### src/sv/pssu_pkg.sv
// Shared types and constants for the Potts site-update engine.
// No dependencies; the datapath, controller, core and testbench import this package.
`default_nettype none

package pssu_pkg;

    // Fixed field widths of the request and response words
    localparam int COORD_W   = 5;
    localparam int SPIN_W    = 8;
    localparam int COUNT_W   = 5;
    localparam int NSPIN_W   = 9;
    localparam int NBR_COUNT = 26;
    localparam int NBR_IDX_W = 5;

    localparam logic [NSPIN_W-1:0] NUM_SPINS_RESET = 9'd256;

    typedef enum logic [1:0] {
        FUNC_WRITE  = 2'd0,
        FUNC_READ   = 2'd1,
        FUNC_UPDATE = 2'd2,
        FUNC_ENERGY = 2'd3
    } func_t;

    typedef enum logic [1:0] {
        ST_OK        = 2'd0,
        ST_BAD_COORD = 2'd1,
        ST_BAD_SPIN  = 2'd2
    } status_t;

    typedef struct packed {
        func_t               func;
        logic [COORD_W-1:0]  x_coord;
        logic [COORD_W-1:0]  y_coord;
        logic [COORD_W-1:0]  z_coord;
        logic [SPIN_W-1:0]   spin_value;
    } req_t;

    typedef struct packed {
        status_t             status;
        logic [SPIN_W-1:0]   site_spin;
        logic [COUNT_W-1:0]  old_like_count;
        logic [COUNT_W-1:0]  new_like_count;
        logic                accepted;
        logic [COUNT_W-1:0]  unlike_count;
    } rsp_t;

    typedef logic [NSPIN_W-1:0] cfg_word_t;

    // Controller to datapath commands
    typedef struct packed {
        logic                 accept;
        logic                 calc_base;
        logic                 rd_center;
        logic                 rd_nbr;
        logic                 finish;
        logic [NBR_IDX_W-1:0] nbr_idx;
    } ctrl_cmd_t;

    // Datapath to controller status
    typedef struct packed {
        func_t   func;
        status_t status;
    } dp_stat_t;

endpackage

`default_nettype wire

### src/sv/pssu_ctrl.sv
// Controller of the Potts site-update engine: sequences address build,
// center and neighbor reads, and the result hand-off. Uses pssu_pkg.
`default_nettype none

module pssu_ctrl (
    input  wire logic               clk,
    input  wire logic               rst_n,
    input  wire logic               req_valid,
    output logic                    req_ready,
    output logic                    rsp_valid,
    input  wire logic               rsp_ready,
    input  wire pssu_pkg::dp_stat_t stat,
    output pssu_pkg::ctrl_cmd_t     cmd
);
    import pssu_pkg::*;

    typedef enum logic [2:0] {
        S_IDLE,
        S_ADDR,
        S_CENTER,
        S_NBR,
        S_DRAIN,
        S_FINISH
    } state_t;

    state_t               state_reg;
    state_t               state_next;
    logic [NBR_IDX_W-1:0] nbr_idx_reg;
    logic [NBR_IDX_W-1:0] nbr_idx_next;
    logic                 out_valid_reg;
    logic                 out_valid_next;
    logic                 need_nbr;
    logic                 slot_free;

    assign need_nbr  = (stat.status == ST_OK) && (stat.func inside {FUNC_UPDATE, FUNC_ENERGY});
    assign slot_free = !out_valid_reg || rsp_ready;

    // Next state and commands
    always_comb
    begin
        state_next     = state_reg;
        nbr_idx_next   = nbr_idx_reg;
        out_valid_next = out_valid_reg && !rsp_ready;
        cmd            = '0;
        cmd.nbr_idx    = nbr_idx_reg;
        case (state_reg)
            S_IDLE:
            begin
                if (req_valid)
                begin
                    cmd.accept = 1'b1;
                    state_next = S_ADDR;
                end
            end
            S_ADDR:
            begin
                cmd.calc_base = 1'b1;
                if ((stat.status == ST_BAD_COORD)
                    || ((stat.status == ST_OK) && (stat.func == FUNC_WRITE)))
                begin
                    state_next = S_FINISH;
                end
                else
                begin
                    state_next = S_CENTER;
                end
            end
            S_CENTER:
            begin
                cmd.rd_center = 1'b1;
                nbr_idx_next  = '0;
                state_next    = need_nbr ? S_NBR : S_DRAIN;
            end
            S_NBR:
            begin
                cmd.rd_nbr   = 1'b1;
                nbr_idx_next = nbr_idx_reg + NBR_IDX_W'(1);
                if (nbr_idx_reg == NBR_IDX_W'(NBR_COUNT - 1))
                begin
                    state_next = S_DRAIN;
                end
            end
            S_DRAIN:
            begin
                state_next = S_FINISH;
            end
            S_FINISH:
            begin
                // Wait for the output slot, then commit and publish
                if (slot_free)
                begin
                    cmd.finish     = 1'b1;
                    out_valid_next = 1'b1;
                    state_next     = S_IDLE;
                end
            end
            default:
            begin
                state_next = S_IDLE;
            end
        endcase
    end

    always_ff @(posedge clk or negedge rst_n)
    begin
        if (!rst_n)
        begin
            state_reg     <= S_IDLE;
            nbr_idx_reg   <= '0;
            out_valid_reg <= 1'b0;
        end
        else
        begin
            state_reg     <= state_next;
            nbr_idx_reg   <= nbr_idx_next;
            out_valid_reg <= out_valid_next;
        end
    end

    assign req_ready = (state_reg == S_IDLE);
    assign rsp_valid = out_valid_reg;

endmodule

`default_nettype wire

### config.mk
export PLATFORM = sky130hd
export DESIGN_NAME = pssu_ctrl
export DESIGN_NICKNAME = d
export VERILOG_FILES = /design/src/sv/pssu_pkg.sv /design/src/sv/pssu_ctrl.sv
export SDC_FILE = /design/constraint.sdc
export NUM_CORES = 1
export LEC_CHECK = 0
export ABC_CLOCK_PERIOD_IN_PS = 1200
export BUFFER_PORTS_ARGS = -buffer_cell sky130_fd_sc_hd__buf_2
export CAP_MARGIN = 10
export CORE_MARGIN = 2
export CORE_UTILIZATION = 43
export CTS_BUF_LIST = sky130_fd_sc_hd__clkbuf_8 sky130_fd_sc_hd__clkbuf_16
export DETAILED_ROUTE_END_ITERATION = 7
export PLACE_DENSITY = 0.79
export SLEW_MARGIN = 20
export SYNTH_ARGS = -nofsm -noshare
export SYNTH_HDL_FRONTEND = slang
export SYNTH_SLANG_ARGS = --single-unit
### constraint.sdc
create_clock -name clk -period 1.2 [get_ports clk]
set_clock_uncertainty 0.05 [all_clocks]
set_input_delay 0.12 -clock clk [delete_from_list [all_inputs] [get_ports clk]]
set_output_delay 0.12 -clock clk [all_outputs]
set_load 0.02 [all_outputs]
* After elaboration in Yosys (flattened, before gate mapping)
Cells that the tools add are included.
** Storage, ports and cells
- Register bits after elaboration :: 9
- Input bits :: 8
- Output and inout bits :: 12
- Logic and storage cells :: 45
** Operators by class
- Add/subtract/negate cells :: 1
- Equal/unequal tests :: 12
- Muxes and demuxes :: 16
- Reduce and logical (&&, ||, !) cells :: 13
** Operator list (count)
- $pmux 3 s6 :: 1
- $mux 3 :: 5
- $pmux 5 s2 :: 1
- $mux 1 :: 9
- $eq 3x2->1 const B :: 2
- $eq 3x3->1 const B :: 2
- $ne 2x2->1 const B :: 3
- $add 5x1->5 const B :: 1
- $eq 5x5->1 const B :: 1
- $eq 2x2->1 const B :: 2
- $logic_not 2->1 :: 2
- $reduce_bool 2->1 :: 2
- $eq 3x1->1 const B :: 1
- $logic_and 1x1->1 :: 3
- $logic_not 3->1 :: 1
- $reduce_and 3->1 :: 1
- $eq 2x1->1 const B :: 1
- $logic_not 1->1 :: 2
- $logic_or 1x1->1 :: 2

* Depth between registers and ports, before layout
- Depth in word-level cells :: 5
- Mapped depth :: 5

* Least setup slack after synthesis
No wires, ideal clock.
- Path kind :: reg-to-output
- Start point :: register state_reg[0]
- End point :: output port cmd[9] (netlist name)
- Arrival time :: 1450 ps
- Setup slack :: -420 ps
- Cell stages (with the launch flop) :: 4
- Path buffers :: 1
- Path through :: dfrtp_1 buf_2 nor3_1 and2_1
** RTL lines
- start: declaration :: RTL line pssu_ctrl.sv:26 : state_t state_reg;
- start signal: assignment :: RTL line pssu_ctrl.sv:114 : state_reg <= state_next;
- end: declaration :: RTL line pssu_ctrl.sv:13 : output pssu_pkg::ctrl_cmd_t cmd

* Final worst setup path
- Start point :: register state_reg[0]
- End point :: register state_reg[1]
** Between the ends
- Cells in the longest elaborated chain, start to end :: 3
** Ends and longest elaborated chain
- $eq 3x2->1, or another cell as far along :: RTL line pssu_ctrl.sv:46 : case (state_reg)
- $ne 2x2->1 (no line)
- $reduce_and 3->1 (no line)
Several ways; a longest one is shown, not always the timed one.
A chain may end at the register's enable or synchronous reset.

==> results.toml <==
[setup_path]
timing.reg2reg.setup_slack_ns = -0.35
worstSetupPathType = "reg -> reg"
r2r_cells = 5
cp-end-kind = "flop"
max_stage_delay_ns = 0.44
critPathLaunch = "state_reg[0]$_DFFE_PN0P_"
crit_chain = "buf_6 > buf_6 > buf_4 > nor4_1 > a31o_1"
slowest_stage = "dfrtp_2"
arrival_ns = 1.66
crit_path_start_kind = "flop"
path_common_cell = "buf_6"
r2r_end = "state_reg[1]$_DFFE_PN0P_"
critical_path_required_ns = 1.31
crit_fanout = 4
reg2reg_from = "state_reg[0]$_DFFE_PN0P_"

[cts]
tritoncts = "yes"
htreeDepth = 1
path_clk_slew_ns = 0.04
clkSinkCount = 9
worst_skew_pair.late_latency_ns = 0.23
clockBufferDepth = 2
numCtsBuffers = 3
root_buffer = "clkbuf_8"

[grt]
grt_pass1_wl_mm = 2.946
grt_busiest_layer = "met2"
grt_util_met1_pct = 31.15
track_usage_pct = 28.09
use_met3_pct = 9.574
grt_pass1_vias = 649
grt_start_max_net_pins = 10
antenna_found_initial = 0
grt-ovfl-total = 0
use_met2_pct = 48.44

[final_layout]
n_antenna_cell = 0
nets = 124
fin_area_um2 = 1154
area_delta_synth_final_pct = 92.48
nFillCells = 58
largest_reg_flops = 5
drive_above_1_share_pct = 66.37

[status]
violations = "negative setup slack"
status = "complete, but fails checks"

[placed_design]
io_buffers = 19
place_area_um2 = 813.3
place_congestion = 0.8270
place_hpwl_mm = 1.168

[yosys]
ys_top_cells_by_area = "dfrtp_1 38%, nand3b_1 5.0%, a22o_1 4.4%"
synthMuxAreaShare_pct = 5.428
syn-num-nets = 73
synth_xor_area_share_pct = 0
ys_seq_area_share_pct = 37.58
synth-warning-count = 0
synth_fa_ha_area_share_pct = 4.175
ys_ff_latch = 9
syn_avg_cell_area_um2 = 9.513
synthSimpleGateAreaFrac_pct = 29.85
synth_compound_area_share_pct = 16.91
synthesis.instances = 63
yosysTopAreaCellShare_pct = 37.58
synth_top_family_by_area = "simple AND/OR/NAND/NOR gates"
syn-cell-area_um2 = 599.3
yosys.cell_types.count = 31
yosys.area.top_type = "dfrtp_1"

[sta]
fin_crit_sh_pct = 129.0
worst_slack_ns = -0.3475
slew_headroom_pct = 70.05
worst_pin_slew_ns = 0.4451
final_hold_viol_count = 0
fmax_mhz = 646.2
maxSlewViolCount = 0
setup_viol = 15
rsz0062_at_grt = "true"
fin_crit_ns = 1.547

[route]
vias = 771
via_per_inst = 6.023
wl_per_cell_um = 20.13
drtAntennaViolNets = 0
drtIter0Drc = 36
dr.pass1.iters = 4
wl_mm = 2.577
drc = 0

[floorplanning]
die_h_um = 41.34
die_w_um = 41.34
pin_count = 20
die_area_um2 = 1709
rows = 13
initial_core_util_pct = 46.06
coreArea_um2 = 1301

[job]
cap_violations = 0

[power]
power.density_nw_per_um2 = 2719
ir_drop_mv = 1.676
power_w = 0.003137
p_leak_nw = 0.5629

[worst_hold_path]
hold_class = "in -> async"
## timing repair
item / 4_1_cts / 5_1_grt
pin swaps: 4 / 2
buffers inserted: 14 / 5
setup endpoints to repair: 12 / 15
hold buffers: 1 / 0
hold endpoints to repair: 9 / 0
gates resized for setup: 21 / 21
## stage by stage
step | setup slack (ns) | utilization (%) | instances | hold slack [ns] | TNS (ns)
after floorplan | -0.1457 | - | 63 | -0.2256 | -0.6241
after global placement | -0.1192 | 62.50 | 104 | -0.06910 | -0.6621
after detailed placement | -0.1498 | 62.50 | 104 | -0.06235 | -0.8328
after CTS | -0.2158 | 79.90 | 123 | 0.1893 | -1.721
after global routing | -0.3377 | 88.65 | 128 | 0.2449 | -2.780
final | -0.3475 | 88.65 | 128 | 0.2222 | -2.408
## placed cells by master (no fill, tap or decap), drive strengths merged
cell type	n
a22o	3
a211o	1
nand2	3
o21ai	2
dlygate4sd3	1
nor2	5
nor3b	3
o22ai	1
nor4	1
a211oi	1
ha	2
o32a	1
clkbuf	3
inv	4
and3	1
o21bai	1
mux2i	1
nor4b	1
nor2b	2
buf	49
mux2	2
and2	1
a22oi	1
o2bb2ai	1
dfrtp	9
nand3	2
and4b	1
nor3	2
nand3b	4
a31o	1
nand2b	2
or2b	1
## Yosys cell counts
| cell | instances |
|---|---|
| a211o_1 | 1 |
| nor4b_2 | 1 |
| inv_1 | 3 |
| o2bb2ai_1 | 1 |
| buf_4 | 2 |
| o21bai_1 | 1 |
| nand3_1 | 2 |
| buf_2 | 2 |
| nor2_1 | 5 |
| nor4_1 | 1 |
| a22oi_1 | 1 |
| mux2_1 | 2 |
| nor2b_1 | 2 |
| a211oi_1 | 1 |
| mux2i_1 | 1 |
| o22ai_1 | 1 |
| nand2_1 | 3 |
| a22o_1 | 3 |
| dfrtp_1 | 9 |
| nor3b_1 | 3 |
| o32a_1 | 1 |
| and2_1 | 1 |
| and3_1 | 1 |
| nor3_1 | 2 |
| or2b_1 | 1 |
| a31o_1 | 1 |
| nand2b_1 | 2 |
| nand3b_1 | 4 |
| and4b_1 | 1 |
| o21ai_0 | 2 |
| ha_1 | 2 |
## metal layers
| metal | vias up | share of wire (%) |
|---|---|---|
| li1 | 336 | - |
| met5 | - | 0 |
| met2 | 57 | 48 |
| met4 | 0 | 6.4 |
| met1 | 354 | 38 |
| met3 | 24 | 7.6 |
## cell families (layout without fill, tap and decap cells)
kind of cell / after synthesis / in the layout
DFF: 9 / 9
adders and majority gates: 2 / 2
AOI/OAI and AO/OA: 13 / 13
and+or+nand+nor: 29 / 29
muxes: 3 / 3
buffers and inverters: 7 / 57
## critical path, delay by kind of cell (launching register included)
family          cells  cell delay [ns]
flops               1             0.44
simple gates        1             0.42
buf+inv             3             0.38
compound gates      1             0.18
## worst max path at each step
stage                                       endpoint  slack [ns]
after floorplan           nbr_idx_reg[4]$_DFFE_PN0P_       -0.15
after global placement    nbr_idx_reg[3]$_DFFE_PN0P_       -0.12
after detailed placement    state_reg[0]$_DFFE_PN0P_       -0.15
after CTS                                     cmd[9]       -0.22
after global routing        state_reg[1]$_DFFE_PN0P_       -0.34
final                       state_reg[1]$_DFFE_PN0P_       -0.35
## final cells by class
cell class / count / area, µm² / area share [%]
sequential: 9 / 231.5 / 20.07
clock buffer: 3 / 41.29 / 3.579
multi-input combinational: 47 / 434.2 / 37.64
tap: 15 / 18.77 / 1.627
clock inverter: 1 / 3.754 / 0.3254
inverter: 3 / 11.26 / 0.9761
timing repair buffer: 50 / 412.9 / 35.79
## where the power goes
| group | internal (W) | switching (W) | total [W] |
|---|---|---|---|
| sequential | 0.000442 | 0.000232 | 0.000674 |
| combinational | 0.00117 | 0.000947 | 0.00212 |
| clock | 0.000223 | 0.000125 | 0.000348 |
No activity file was read; power rests on OpenSTA's default activity.
